<file path="config.mk">
export PLATFORM = sky130hd
export DESIGN_NAME = weighted_category_sampler
export DESIGN_NICKNAME = d
export VERILOG_FILES = /design/src/rtl/wcs_pkg.sv /design/src/rtl/wcs_ram.sv /design/src/rtl/weighted_category_sampler.sv
export SDC_FILE = /design/constraint.sdc
export NUM_CORES = 2
export LEC_CHECK = 0
export ABC_CLOCK_PERIOD_IN_PS = 15400
export BUFFER_PORTS_ARGS = -buffer_cell sky130_fd_sc_hd__buf_4
export CAP_MARGIN = 10
export CELL_PAD_IN_SITES_DETAIL_PLACEMENT = 1
export CELL_PAD_IN_SITES_GLOBAL_PLACEMENT = 1
export CORE_ASPECT_RATIO = 0.5
export CORE_MARGIN = 4
export CORE_UTILIZATION = 45
export DETAILED_ROUTE_END_ITERATION = 7
export PLACE_DENSITY_LB_ADDON = 0.1
export SYNTH_ARGS = -nofsm -noshare
export SYNTH_HDL_FRONTEND = slang
export SYNTH_SLANG_ARGS = --single-unit
export TNS_END_PERCENT = 10
</file>
<file path="constraint.sdc">
create_clock -name clock -period 15.4 [get_ports clock]
set_input_delay 0.77 -clock clock [delete_from_list [all_inputs] [get_ports clock]]
set_output_delay 0.77 -clock clock [all_outputs]
set_load 0.1 [all_outputs]
</file>
<file path="src/rtl/wcs_pkg.sv">
`timescale 1ns / 1ps
// ----------------------------------------------------------------------------
// Weighted category sampler package
// Sequencer states, status codes, register indexes and fixed field widths.
// ----------------------------------------------------------------------------
package wcs_pkg;

   localparam int FRAC_BITS  = 24;
   localparam int FRAC_CNT_W = $clog2(FRAC_BITS);

   localparam int CATEGORY_W = 6;
   localparam int WEIGHT_W   = 32;
   localparam int INDEX_W    = 6;
   localparam int STATUS_W   = 2;
   localparam int NUMCAT_W   = 7;
   localparam int COUNT_W    = 16;
   localparam int CSR_IDX_W  = 2;
   localparam int CSR_DATA_W = 16;

   localparam logic ACTION_LOAD   = 1'b0;
   localparam logic ACTION_SAMPLE = 1'b1;

   localparam logic [STATUS_W-1:0] STATUS_OK        = 2'd0;
   localparam logic [STATUS_W-1:0] STATUS_EMPTY     = 2'd1;
   localparam logic [STATUS_W-1:0] STATUS_OVERDRAWN = 2'd2;

   localparam logic [CSR_IDX_W-1:0] CSR_NUM_CATEGORIES   = 2'd0;
   localparam logic [CSR_IDX_W-1:0] CSR_SAMPLES_PER_ROW  = 2'd1;
   localparam logic [CSR_IDX_W-1:0] CSR_WITH_REPLACEMENT = 2'd2;

   typedef enum logic [2:0] {
      ST_IDLE,
      ST_SUM,
      ST_MUL,
      ST_SEARCH,
      ST_CLEAR,
      ST_DONE
   } state_type;

endpackage

</file>
<file path="src/rtl/wcs_ram.sv">
`timescale 1ns / 1ps
// ----------------------------------------------------------------------------
// Generic RAM
// One write port and one read port with registered read data.
// ----------------------------------------------------------------------------
module wcs_ram #(
   parameter int WIDTH = 32,
   parameter int DEPTH = 64
) (
   input  logic                     clock,
   input  logic                     wr_en,
   input  logic [$clog2(DEPTH)-1:0] wr_addr,
   input  logic [WIDTH-1:0]         wr_data,
   input  logic [$clog2(DEPTH)-1:0] rd_addr,
   output logic [WIDTH-1:0]         rd_data
);

   logic [WIDTH-1:0] mem_ff [DEPTH];
   logic [WIDTH-1:0] rd_data_ff;

   always_ff @(posedge clock) begin
      if (wr_en) begin
         mem_ff[wr_addr] <= wr_data;
      end
      rd_data_ff <= mem_ff[rd_addr];
   end

   assign rd_data = rd_data_ff;

endmodule

</file>
<file path="src/rtl/weighted_category_sampler.sv">
`timescale 1ns / 1ps
// ----------------------------------------------------------------------------
// Weighted category sampler
// Inverse-CDF sampling over a row of unnormalized integer weights.
// ----------------------------------------------------------------------------
// A load transfer (tuser = 0) writes one weight at the edge where it is accepted
// and leaves the block ready in the next cycle. A sample transfer (tuser = 1)
// holds the input off from its acceptance until its result is handed to the
// output register. It makes one pass over the weight RAM to form the total (the
// last step of which decides between an empty row and the multiply), a 24-step
// shift-and-add multiply of u by the total, a second RAM pass that stops at the
// first running sum reaching the scaled threshold or else at the last category
// in use, a clear step to zero the chosen weight when drawing without
// replacement, and the hand-off of the result to the output register. An empty
// row skips the multiply and the search, and a draw refused for asking too many
// samples skips both passes. The hand-off waits as long as the output register
// still holds a result the receiver has not taken. The running sums and the
// multiply steps go through one shared adder, and the single RAM read port sets
// the pace of both passes. The result register lets the next transfer be
// accepted while the previous result is still waiting.
// ----------------------------------------------------------------------------
module weighted_category_sampler #(
   parameter int MAX_CATEGORIES = 64,
   parameter int WEIGHT_BITS    = 32
) (
   input  logic        clock,
   input  logic        reset,
   // req_tdata: category [5:0], weight [37:6], uniform_fraction [61:38]
   input  logic        req_tvalid,
   output logic        req_tready,
   input  logic [63:0] req_tdata,
   // req_tuser: action [0]
   input  logic        req_tuser,
   // rsp_tdata: chosen_index [5:0]
   output logic        rsp_tvalid,
   input  logic        rsp_tready,
   output logic [7:0]  rsp_tdata,
   // rsp_tuser: status [1:0]
   output logic [1:0]  rsp_tuser,
   output logic        rsp_tlast,
   input  logic        csr_wr_en,
   input  logic [1:0]  csr_index,
   input  logic [15:0] csr_wr_data
);

   localparam int AW     = $clog2(MAX_CATEGORIES);
   localparam int CW     = $clog2(MAX_CATEGORIES + 1);
   localparam int SUM_W  = WEIGHT_BITS + AW;
   localparam int PROD_W = SUM_W + wcs_pkg::FRAC_BITS;
   localparam logic [31:0] MAX_CAT_WORD = 32'(MAX_CATEGORIES);

   // Input fields.
   logic                                 in_action;
   logic [wcs_pkg::CATEGORY_W-1:0]       in_category;
   logic [wcs_pkg::WEIGHT_W-1:0]         in_weight;
   logic [wcs_pkg::FRAC_BITS-1:0]        in_fraction;

   assign in_category = req_tdata[5:0];
   assign in_weight   = req_tdata[37:6];
   assign in_fraction = req_tdata[61:38];
   assign in_action   = req_tuser;

   // Control registers.
   wcs_pkg::state_type               state_ff, state_in;
   logic [wcs_pkg::NUMCAT_W-1:0]     num_cat_ff, num_cat_in;
   logic [wcs_pkg::COUNT_W-1:0]      spr_ff, spr_in;
   logic                             with_repl_ff, with_repl_in;
   logic [wcs_pkg::COUNT_W-1:0]      taken_ff, taken_in;
   logic [CW-1:0]                    cnt_ff, cnt_in;
   logic                             rd_valid_ff, rd_valid_in;
   logic [wcs_pkg::FRAC_CNT_W-1:0]   bit_cnt_ff, bit_cnt_in;
   logic                             rsp_valid_ff, rsp_valid_in;

   // Payload registers.
   logic [CW-1:0]                    n_ff, n_in;
   logic [wcs_pkg::FRAC_BITS-1:0]    u_ff, u_in;
   logic [AW-1:0]                    rd_idx_ff, rd_idx_in;
   logic [SUM_W-1:0]                 acc_ff, acc_in;
   logic [PROD_W-1:0]                prod_ff, prod_in;
   logic [AW-1:0]                    idx_ff, idx_in;
   logic [wcs_pkg::STATUS_W-1:0]     status_ff, status_in;
   logic [wcs_pkg::INDEX_W-1:0]      rsp_idx_ff, rsp_idx_in;
   logic [wcs_pkg::STATUS_W-1:0]     rsp_status_ff, rsp_status_in;
   logic                             rsp_last_ff, rsp_last_in;

   // RAM port signals.
   logic                   ram_wr_en;
   logic [AW-1:0]          ram_wr_addr;
   logic [WEIGHT_BITS-1:0] ram_wr_data;
   logic [WEIGHT_BITS-1:0] ram_rd_data;

   // Shared adder and helpers.
   logic [PROD_W-1:0]            add_a;
   logic [PROD_W-1:0]            add_b;
   logic [PROD_W-1:0]            add_sum;
   logic [SUM_W-1:0]             run_new;
   logic                         hit;
   logic                         rd_issue;
   logic                         in_xfer;
   logic [CW-1:0]                n_clamped;
   logic [wcs_pkg::COUNT_W-1:0]  taken_next;

   wcs_ram #(
      .WIDTH (WEIGHT_BITS),
      .DEPTH (MAX_CATEGORIES)
   ) u_weight_ram (
      .clock   (clock),
      .wr_en   (ram_wr_en),
      .wr_addr (ram_wr_addr),
      .wr_data (ram_wr_data),
      .rd_addr (cnt_ff[AW-1:0]),
      .rd_data (ram_rd_data)
   );

   assign req_tready = (state_ff == wcs_pkg::ST_IDLE);
   assign in_xfer    = req_tvalid && req_tready;
   assign rd_issue   = ((state_ff == wcs_pkg::ST_SUM) || (state_ff == wcs_pkg::ST_SEARCH))
                       && (cnt_ff < n_ff);

   always_comb begin
      if (num_cat_ff == '0) begin
         n_clamped = CW'(1);
      end else if (32'(num_cat_ff) > MAX_CAT_WORD) begin
         n_clamped = CW'(MAX_CATEGORIES);
      end else begin
         n_clamped = CW'(num_cat_ff);
      end
   end

   // The multiply step doubles the partial product and adds the total when
   // the current fraction bit is set; the walks add the RAM word to the sum.
   always_comb begin
      if (state_ff == wcs_pkg::ST_MUL) begin
         add_a = prod_ff << 1;
         add_b = u_ff[wcs_pkg::FRAC_BITS-1] ? PROD_W'(acc_ff) : '0;
      end else begin
         add_a = PROD_W'(acc_ff);
         add_b = PROD_W'(ram_rd_data);
      end
      add_sum = add_a + add_b;
      run_new = add_sum[SUM_W-1:0];
      hit     = {run_new, {wcs_pkg::FRAC_BITS{1'b0}}} >= prod_ff;
   end

   assign taken_next = (taken_ff != {wcs_pkg::COUNT_W{1'b1}}) ?
                       taken_ff + wcs_pkg::COUNT_W'(1) : taken_ff;

   always_comb begin
      state_in      = state_ff;
      num_cat_in    = num_cat_ff;
      spr_in        = spr_ff;
      with_repl_in  = with_repl_ff;
      taken_in      = taken_ff;
      cnt_in        = cnt_ff;
      rd_valid_in   = rd_valid_ff;
      bit_cnt_in    = bit_cnt_ff;
      rsp_valid_in  = rsp_valid_ff && !rsp_tready;
      n_in          = n_ff;
      u_in          = u_ff;
      rd_idx_in     = rd_idx_ff;
      acc_in        = acc_ff;
      prod_in       = prod_ff;
      idx_in        = idx_ff;
      status_in     = status_ff;
      rsp_idx_in    = rsp_idx_ff;
      rsp_status_in = rsp_status_ff;
      rsp_last_in   = rsp_last_ff;
      ram_wr_en     = 1'b0;
      ram_wr_addr   = AW'(in_category);
      ram_wr_data   = in_weight[WEIGHT_BITS-1:0];

      if (csr_wr_en) begin
         case (csr_index)
            wcs_pkg::CSR_NUM_CATEGORIES:   num_cat_in   = csr_wr_data[wcs_pkg::NUMCAT_W-1:0];
            wcs_pkg::CSR_SAMPLES_PER_ROW:  spr_in       = csr_wr_data;
            wcs_pkg::CSR_WITH_REPLACEMENT: with_repl_in = csr_wr_data[0];
            default: ;
         endcase
      end

      case (state_ff)
         wcs_pkg::ST_IDLE: begin
            if (in_xfer) begin
               if (in_action == wcs_pkg::ACTION_LOAD) begin
                  ram_wr_en = (32'(in_category) < MAX_CAT_WORD);
                  taken_in  = '0;
               end else begin
                  n_in        = n_clamped;
                  u_in        = in_fraction;
                  cnt_in      = '0;
                  rd_valid_in = 1'b0;
                  acc_in      = '0;
                  idx_in      = '0;
                  if (!with_repl_ff && (32'(spr_ff) > 32'(n_clamped))) begin
                     status_in = wcs_pkg::STATUS_OVERDRAWN;
                     state_in  = wcs_pkg::ST_DONE;
                  end else begin
                     state_in  = wcs_pkg::ST_SUM;
                  end
               end
            end
         end

         wcs_pkg::ST_SUM: begin
            if (rd_issue) begin
               cnt_in = cnt_ff + CW'(1);
            end
            rd_valid_in = rd_issue;
            rd_idx_in   = cnt_ff[AW-1:0];
            if (rd_valid_ff) begin
               acc_in = run_new;
            end
            if (!rd_issue && !rd_valid_ff) begin
               if (acc_ff == '0) begin
                  status_in = wcs_pkg::STATUS_EMPTY;
                  state_in  = wcs_pkg::ST_DONE;
               end else begin
                  prod_in    = '0;
                  bit_cnt_in = '0;
                  state_in   = wcs_pkg::ST_MUL;
               end
            end
         end

         wcs_pkg::ST_MUL: begin
            prod_in    = add_sum;
            u_in       = u_ff << 1;
            bit_cnt_in = bit_cnt_ff + wcs_pkg::FRAC_CNT_W'(1);
            if (bit_cnt_ff == wcs_pkg::FRAC_CNT_W'(wcs_pkg::FRAC_BITS - 1)) begin
               cnt_in      = '0;
               rd_valid_in = 1'b0;
               acc_in      = '0;
               state_in    = wcs_pkg::ST_SEARCH;
            end
         end

         wcs_pkg::ST_SEARCH: begin
            if (rd_issue) begin
               cnt_in = cnt_ff + CW'(1);
            end
            rd_valid_in = rd_issue;
            rd_idx_in   = cnt_ff[AW-1:0];
            if (rd_valid_ff) begin
               acc_in = run_new;
               // The last category in use is taken when no earlier one reaches it.
               if (hit || (CW'(rd_idx_ff) == n_ff - CW'(1))) begin
                  idx_in    = rd_idx_ff;
                  status_in = wcs_pkg::STATUS_OK;
                  state_in  = with_repl_ff ? wcs_pkg::ST_DONE : wcs_pkg::ST_CLEAR;
               end
            end
         end

         wcs_pkg::ST_CLEAR: begin
            ram_wr_en   = 1'b1;
            ram_wr_addr = idx_ff;
            ram_wr_data = '0;
            state_in    = wcs_pkg::ST_DONE;
         end

         wcs_pkg::ST_DONE: begin
            if (!rsp_valid_ff || rsp_tready) begin
               rsp_valid_in  = 1'b1;
               rsp_idx_in    = wcs_pkg::INDEX_W'(idx_ff);
               rsp_status_in = status_ff;
               rsp_last_in   = (spr_ff != '0) && (taken_next == spr_ff);
               taken_in      = taken_next;
               state_in      = wcs_pkg::ST_IDLE;
            end
         end

         default: begin
            state_in = wcs_pkg::ST_IDLE;
         end
      endcase
   end

   always_ff @(posedge clock) begin
      if (reset) begin
         state_ff     <= wcs_pkg::ST_IDLE;
         num_cat_ff   <= wcs_pkg::NUMCAT_W'(64);
         spr_ff       <= wcs_pkg::COUNT_W'(1);
         with_repl_ff <= 1'b1;
         taken_ff     <= '0;
         cnt_ff       <= '0;
         rd_valid_ff  <= 1'b0;
         bit_cnt_ff   <= '0;
         rsp_valid_ff <= 1'b0;
      end else begin
         state_ff     <= state_in;
         num_cat_ff   <= num_cat_in;
         spr_ff       <= spr_in;
         with_repl_ff <= with_repl_in;
         taken_ff     <= taken_in;
         cnt_ff       <= cnt_in;
         rd_valid_ff  <= rd_valid_in;
         bit_cnt_ff   <= bit_cnt_in;
         rsp_valid_ff <= rsp_valid_in;
      end
   end

   always_ff @(posedge clock) begin
      n_ff          <= n_in;
      u_ff          <= u_in;
      rd_idx_ff     <= rd_idx_in;
      acc_ff        <= acc_in;
      prod_ff       <= prod_in;
      idx_ff        <= idx_in;
      status_ff     <= status_in;
      rsp_idx_ff    <= rsp_idx_in;
      rsp_status_ff <= rsp_status_in;
      rsp_last_ff   <= rsp_last_in;
   end

   assign rsp_tvalid = rsp_valid_ff;
   assign rsp_tdata  = {2'b00, rsp_idx_ff};
   assign rsp_tuser  = rsp_status_ff;
   assign rsp_tlast  = rsp_last_ff;

endmodule

</file>
# ---- Yosys cells after proc, flatten, opt, wreduce, memory -nomap -nowiden
# Memory sizes are Yosys's and may differ from the RTL's. A register that Yosys moved wholly into a read port is not among the register bits.
# Cells that the tools add are included.
dict set report totals {
  inputBits 88
  mem_count 1
  mem_bits_rw 2048
  wordCells 159
  register_bits 211
}
dict set report classes {
  n_addsub 5
  reduce_logical 40
  eq_ne 24
  n_lt_le_gt_ge 4
  mux 66
}
# name depth width rd rd_clocked_by_memory_dff write_ports line_no
set memory_table {}
lappend memory_table {u_weight_ram.mem_ff 64 32 1 1 1 wcs_ram.sv:18} ;# logic [WIDTH-1:0] mem_ff [DEPTH];
# op n
set ops {}
lappend ops {{$mux 38} 6}
lappend ops {{$mux 62} 3}
lappend ops {{$pmux 62 s2} 1}
lappend ops {{$pmux 38 s3} 1}
lappend ops {{$mux 16} 4}
lappend ops {{$add 62x62->62} 1}
lappend ops {{$ge 62x62->1} 1}
lappend ops {{$mux 24} 2}
lappend ops {{$pmux 24 s2} 1}
lappend ops {{$mux 7} 6}
lappend ops {{$logic_not 38->1} 1}
lappend ops {{$mux 32} 1}
lappend ops {{$pmux 16 s2} 1}
lappend ops {{$mux 6} 5}
lappend ops {{$mux 3} 9}
lappend ops {{$pmux 7 s3} 1}
lappend ops {{$ne 2x1->1 const B} 9}
lappend ops {{$pmux 3 s6} 1}
lappend ops {{$add 16x1->16 const B} 1}
lappend ops {{$eq 16x16->1} 1}
lappend ops {{$gt 16x7->1} 1}
lappend ops {{$ne 16x16->1 const B} 1}
lappend ops {{$reduce_bool 16->1} 1}
lappend ops {{$reduce_and 5->1} 3}
lappend ops {{other kinds (35)} 77}

# ---- Depth between registers and ports, before layout
dict set report logic_depth {
  depth_word 9
  ltp_mapped 27
}

# ---- Modules after synthesis
# From an unflattened synthesis, not the netlist that was laid out.
dict set report unflattened {
  hier_cells 5079
  area_unflattened_um2 93054.2
}
# module seq_area_each_um2 cells_per_inst instances area_each_um2
set by_module_without_submodules {}
lappend by_module_without_submodules {wcs_ram 62139.6 3324 1 78517.8}
lappend by_module_without_submodules {weighted_category_sampler 5765.5 1755 1 14536.4}

# ---- Worst setup path after synthesis
# Ideal clock, no wire load.
dict set report synth_path {
  path_type {flip-flop to flip-flop}
  startpoint {register state_ff[0]}
  endpoint {register idx_ff[0], enable pin}
  synth_period_minus_slack_ps 6158
  required_ps 15021
  path_stages_with_launch 27
  setup_slack_ps 9242
  path_buffers 4
  arrival_time_ps 5778
  path_cell_list {dfxtp_1 clkbuf_1 nor2_1 and2_1 buf_2 clkbuf_1 clkbuf_1 nand3_1 nand2_1 ha_1 fa_1 a211o_1 o211ai_2 a211o_1 nor3b_1 o21a_1 o21a_1 xor2_1 inv_1 ha_1 nand4_1 or2_1 or4_1 o31ai_1 nor4_1 o211a_1 a211oi_1}
}
dict set report synth_between {
  elab_chain_len 7
}
# item line_no
set synth_lines {}
lappend synth_lines {{from (decl)} weighted_category_sampler.sv:64} ;# wcs_pkg::state_type state_ff, state_in;
lappend synth_lines {{from (signal assigned)} weighted_category_sampler.sv:280} ;# state_ff <= wcs_pkg::ST_IDLE;
lappend synth_lines {{from (signal assigned)} weighted_category_sampler.sv:290} ;# state_ff <= state_in;
lappend synth_lines {{$eq 3x2->1 *} weighted_category_sampler.sv:133} ;# if (state_ff == wcs_pkg::ST_MUL) begin
lappend synth_lines {{$mux 62 / $mux 38 (equally long branches)} weighted_category_sampler.sv:133}
lappend synth_lines {{$add 62x62->62 *} weighted_category_sampler.sv:140} ;# add_sum = add_a + add_b;
lappend synth_lines {{named net add_sum[16]} weighted_category_sampler.sv:95} ;# logic [PROD_W-1:0] add_sum;
lappend synth_lines {{$ge 62x62->1 *} weighted_category_sampler.sv:142} ;# hit = {run_new, {wcs_pkg::FRAC_BITS{1'b0}}} >= prod_ff;
lappend synth_lines {{$logic_or 1x1->1 *} weighted_category_sampler.sv:246} ;# if (hit || (CW'(rd_idx_ff) == n_ff - CW'(1))) begin
lappend synth_lines {{$ne 2x1->1 (no line) *} n/a}
lappend synth_lines {{$reduce_and 5->1 (no line) *} n/a}
lappend synth_lines {{to (signal assigned)} weighted_category_sampler.sv:308} ;# idx_ff <= idx_in;
lappend synth_lines {{to (decl)} weighted_category_sampler.sv:80} ;# logic [AW-1:0] idx_ff, idx_in;
# Mark *: on every way through the listed nets, which the timed path passes. The rest lies on a longest branch.
# A chain may end at the register's enable or synchronous reset.

# ---- Worst setup path in the final report
dict set report layout_path {
  startpoint {register state_ff[1]}
  endpoint {register idx_ff[2], enable pin}
}
# The elaborated chain is that of the path after synthesis.

==> flow_summary.toml <==
[outcome]
run_status = "complete, no violations"

[min_path]
hold_path_depth = 3
hold-path-endpoint = "with_repl_ff$_SDFFE_PP1P_"
hp-class = "input port to register"
worstHoldStart = "csr_wr_data[0]"

[clocking]
clk_root_buffer_cell = "sky130_fd_sc_hd__clkbuf_16"
clock-sinks = 2291
cts_buffers = 210
post_cts_hold_buffer_count = 0
tritoncts_clock_tree = "yes"
clk_pin_slew_worst_paths_ns = 0.06
postCtsResizedCells = 0
clock_latency_on_the_worst_skew_pair_ns = 0.88
clock_tree.buffer_depth = 4
cts_htree_levels = 4
cts_setup_buffers = 0

[power_and_ir_drop]
design_power_w = 0.01310
worst_supply_voltage_drop_on_vdd_uv = 85.64
total_switching_power_w = 0.002952
power_per_cell_area_mw_per_mm2 = 125.6
power.share.combinational_pct = 7.6
switching_share_pct = 22.53
power.clock.fraction_pct = 39.5
pwr-share-seq_pct = 52.9
p_leak_nw = 32.79
internal_power_w = 0.01015

[floorplan]
die_w_um = 650.1
core_region_area_mm2 = 0.2042
pin_count = 101
fp.dieArea_mm2 = 0.2139
core_rows = 117
floorplan.die.height_um = 329.0
initial_core_util_pct = 45.42

[global_route]
grt_overflow_total = 0
grt_use_met3_pct = 3.848
busiest_layer = "met2"
globalRouteMet1Util_pct = 35.94
first_global_vias = 49823
largest_net_degree_at_the_start_of_global_routing = 131
met2_track_utilization_from_global_routing_pct = 38.20
gr-usage-all-layers_pct = 24.11
initial_antenna_violation_count = 36
first_pass_grt_wire_length_mm = 367.6

[placement]
placedCellCount = 7466
place.port_buffers = 96
place_congestion = 0.8462
dp.final_hpwl_mm = 145.5
dp_worst_setup_slack_ns = 7.245

[detailed_routing]
count_of_routing_violations_after_the_opening_detailed_route_iteration = 5931
routed_wl_mm = 257.3
routed-via-count = 47881
detail_route.first_pass.iterations = 5
wire_per_inst_um = 32.77
detail_route.vias_per_cell = 6.099
final_antenna_net_count = 0
drt_drc_violations_left = 0

[sta]
whs_ns = 0.1948
setup_viol_count_final = 0
fmax_mhz = 124.3
fin_ws_ns = 7.358
min_period_over_period_pct = 52.22
min_period_ns = 8.042
setup-tns-final_ns = 0
rsz0062_at_grt = "no"
max_slew_margin_pct = 22.79
finClkSkew_ns = 0.07897
hold_violations = 0
tightest_slew_ns = 1.152
final_max_slew_viol_count = 0

[setup_path]
worstSetupEndpointType = "register"
worst-r2r-setup-slack_ns = 7.36
ff2ff_path_depth = 20
worst_setup_path_start_kind = "register"
critPathRequiredTime_ns = 15.84
arrival_ns = 8.48
worst-setup-path-type = "register to register"
timing.rr.end = "idx_ff[2]$_SDFFCE_PN0P_"
crit_path_max_fanout = 66
critical_path.reg2reg.startpoint = "state_ff[1]$_SDFFE_PP0P_"

[logic_synthesis]
yosys.area.top_type = "sky130_fd_sc_hd__edfxtp_1"
synth.most_common_cell = "sky130_fd_sc_hd__edfxtp_1"
synth_edf_count = 2202
ys_top_cells_by_count = "sky130_fd_sc_hd__edfxtp_1 (2202), sky130_fd_sc_hd__mux4_2 (672), sky130_fd_sc_hd__nand2_1 (374), sky130_fd_sc_hd__nor2_1 (223), sky130_fd_sc_hd__clkbuf_1 (154)"
synth_top_cells_by_area = "sky130_fd_sc_hd__edfxtp_1 (71%), sky130_fd_sc_hd__mux4_2 (16%), sky130_fd_sc_hd__dfxtp_1 (1.9%), sky130_fd_sc_hd__nand2_1 (1.5%), sky130_fd_sc_hd__ha_1 (1.3%)"
yosys_warnings = 0
async_reset_ff_share_pct = 0
postSynth.topFlopCell = "sky130_fd_sc_hd__edfxtp_1"
yosysTopAreaCellShare_pct = 71.28
synth_area_per_cell_um2 = 19.58
netlist_area_mm2 = 0.09276
postSynthRegisterBits = 2291
synthesis.instances = 4738
seq_total_area_yosys_pct = 73.20
ys_types = 72

[cells_and_area]
post_route_cells_drive_above_1_share_pct = 25.59
final.fill_count = 18249
stdcell_count = 7851
synthToLayoutAreaGrowth_pct = 12.49
final_nets = 5124

[flow_run]
maxCapViolations = 0
-- cell type report --
cell class                 instances  area [um2]  area share [%]
inverter                         108       405.4          0.3885
antenna                           10       25.02         0.02398
clock inverter                   103        1008          0.9664
tap                             2737        3425           3.282
clock buffer                     271        5598           5.364
multi-input combinational       2102       24190           23.18
timing repair buffer             229        1773           1.699
sequential                      2291       67930           65.09
-- worst max-delay path by stage --
stage	start	endpoint	slack, ns	depth (start not counted)
after floorplan	state_ff[0]$_SDFFE_PP0P_	idx_ff[0]$_SDFFCE_PN0P_	9.24	26
after global placement	state_ff[1]$_SDFFE_PP0P_	idx_ff[4]$_SDFFCE_PN0P_	7.39	20
after detailed placement	state_ff[1]$_SDFFE_PP0P_	idx_ff[1]$_SDFFCE_PN0P_	7.24	20
after CTS	state_ff[1]$_SDFFE_PP0P_	idx_ff[2]$_SDFFCE_PN0P_	7.22	20
after global routing	state_ff[1]$_SDFFE_PP0P_	idx_ff[2]$_SDFFCE_PN0P_	6.75	18
final	state_ff[1]$_SDFFE_PP0P_	idx_ff[2]$_SDFFCE_PN0P_	7.36	20
-- power groups by stage --
stage | Clock (W) | Sequential, W | Combinational (W)
finish | 0.00518 | 0.00693 | 0.000996
global route | 0.00556 | 0.00693 | 0.00108
CTS | 0.00529 | 0.00693 | 0.00101
detailed placement | 0 | 0.00706 | 0.00101
global placement | 0 | 0.00706 | 0.000978
floorplan | 0 | 0.00704 | 0.000656
-- flip-flops by register name, summed over array words and instances (netlist names), 2 cells and up --
| signal | count |
|---|---|
| acc_ff | 38 |
| bit_cnt_ff | 5 |
| cnt_ff | 7 |
| idx_ff | 6 |
| n_ff | 7 |
| num_cat_ff | 7 |
| prod_ff | 62 |
| rd_idx_ff | 6 |
| rsp_idx_ff | 6 |
| rsp_tuser | 2 |
| spr_ff | 16 |
| state_ff | 3 |
| status_ff | 2 |
| taken_ff | 16 |
| u_ff | 24 |
| u_weight_ram.mem_ff | 2048 |
| u_weight_ram.rd_data | 32 |
-- kinds of logic after synthesis --
group | count (synthesis) | synth area share, %
AOI/OAI and AO/OA | 335 | 2.290
DFF | 2291 | 73.20
adders and majority gates | 94 | 1.276
and+or+nand+nor | 901 | 4.396
muxes | 704 | 16.67
other | 1 | 0.004043
xor gates and xnor gates | 66 | 0.6231
buffers and inverters | 346 | 1.543
-- metal layers --
layer | vias up | part of all wire [%] | routed length [um]
met3 | 304 | 7.8 | 20050
li1 | 19711 | - | -
met5 | - | 0.0051 | 13
met2 | 1840 | 47 | 120800
met1 | 26024 | 44 | 112000
met4 | 2 | 1.7 | 4444
-- per-stage QoR --
stage | utilization [%] | cell area (um2)
after detailed placement | 47.85 | 97710
after CTS | 51.08 | 104300
after floorplan | - | 92770
final | 51.10 | 104400
after global placement | 47.85 | 97710
after global routing | 51.09 | 104300
-- layout by cell type (no fill, tap or decap), types with 20 or more instances in the layout --
cell                        count
sky130_fd_sc_hd__a21o_1        51
sky130_fd_sc_hd__a21oi_1      109
sky130_fd_sc_hd__and3_1        34
sky130_fd_sc_hd__buf_4        224
sky130_fd_sc_hd__bufinv_16     20
sky130_fd_sc_hd__clkbuf_1      53
sky130_fd_sc_hd__clkbuf_16    213
sky130_fd_sc_hd__clkinv_1      38
sky130_fd_sc_hd__clkinv_2      32
sky130_fd_sc_hd__dfxtp_1       83
sky130_fd_sc_hd__edfxtp_1    2202
sky130_fd_sc_hd__ha_1          93
sky130_fd_sc_hd__inv_1        107
sky130_fd_sc_hd__mux2i_1       28
sky130_fd_sc_hd__mux4_2       672
sky130_fd_sc_hd__nand2_1      373
sky130_fd_sc_hd__nand3_1       59
sky130_fd_sc_hd__nand4_1       32
sky130_fd_sc_hd__nor2_1       159
sky130_fd_sc_hd__nor2_4        64
sky130_fd_sc_hd__nor2b_4       32
sky130_fd_sc_hd__nor3_1        41
sky130_fd_sc_hd__nor4_1        25
sky130_fd_sc_hd__o21ai_0       61
sky130_fd_sc_hd__xnor2_1       41
sky130_fd_sc_hd__xor2_1        25
-- critical path, cell delays in order, from the launching register on --
cell	delay [ns]
sky130_fd_sc_hd__dfxtp_1	0.95
sky130_fd_sc_hd__and2_4	0.79
sky130_fd_sc_hd__buf_4	0.66
sky130_fd_sc_hd__nand2_1	0.19
sky130_fd_sc_hd__nand2_1	0.11
sky130_fd_sc_hd__ha_1	0.23
sky130_fd_sc_hd__o211a_1	0.17
sky130_fd_sc_hd__nor3_1	0.05
sky130_fd_sc_hd__a211o_1	0.33
sky130_fd_sc_hd__a21oi_1	0.47
sky130_fd_sc_hd__nor2_1	0.18
sky130_fd_sc_hd__xnor2_1	0.54
sky130_fd_sc_hd__inv_1	0.11
sky130_fd_sc_hd__ha_1	0.33
sky130_fd_sc_hd__nand4_1	0.14
sky130_fd_sc_hd__or2_1	0.28
sky130_fd_sc_hd__or4_1	0.63
sky130_fd_sc_hd__o31ai_1	0.26
sky130_fd_sc_hd__nor4_1	0.10
sky130_fd_sc_hd__o211a_1	0.32
sky130_fd_sc_hd__a211oi_1	0.79
Note: power is estimated with default switching activity, not from simulation.
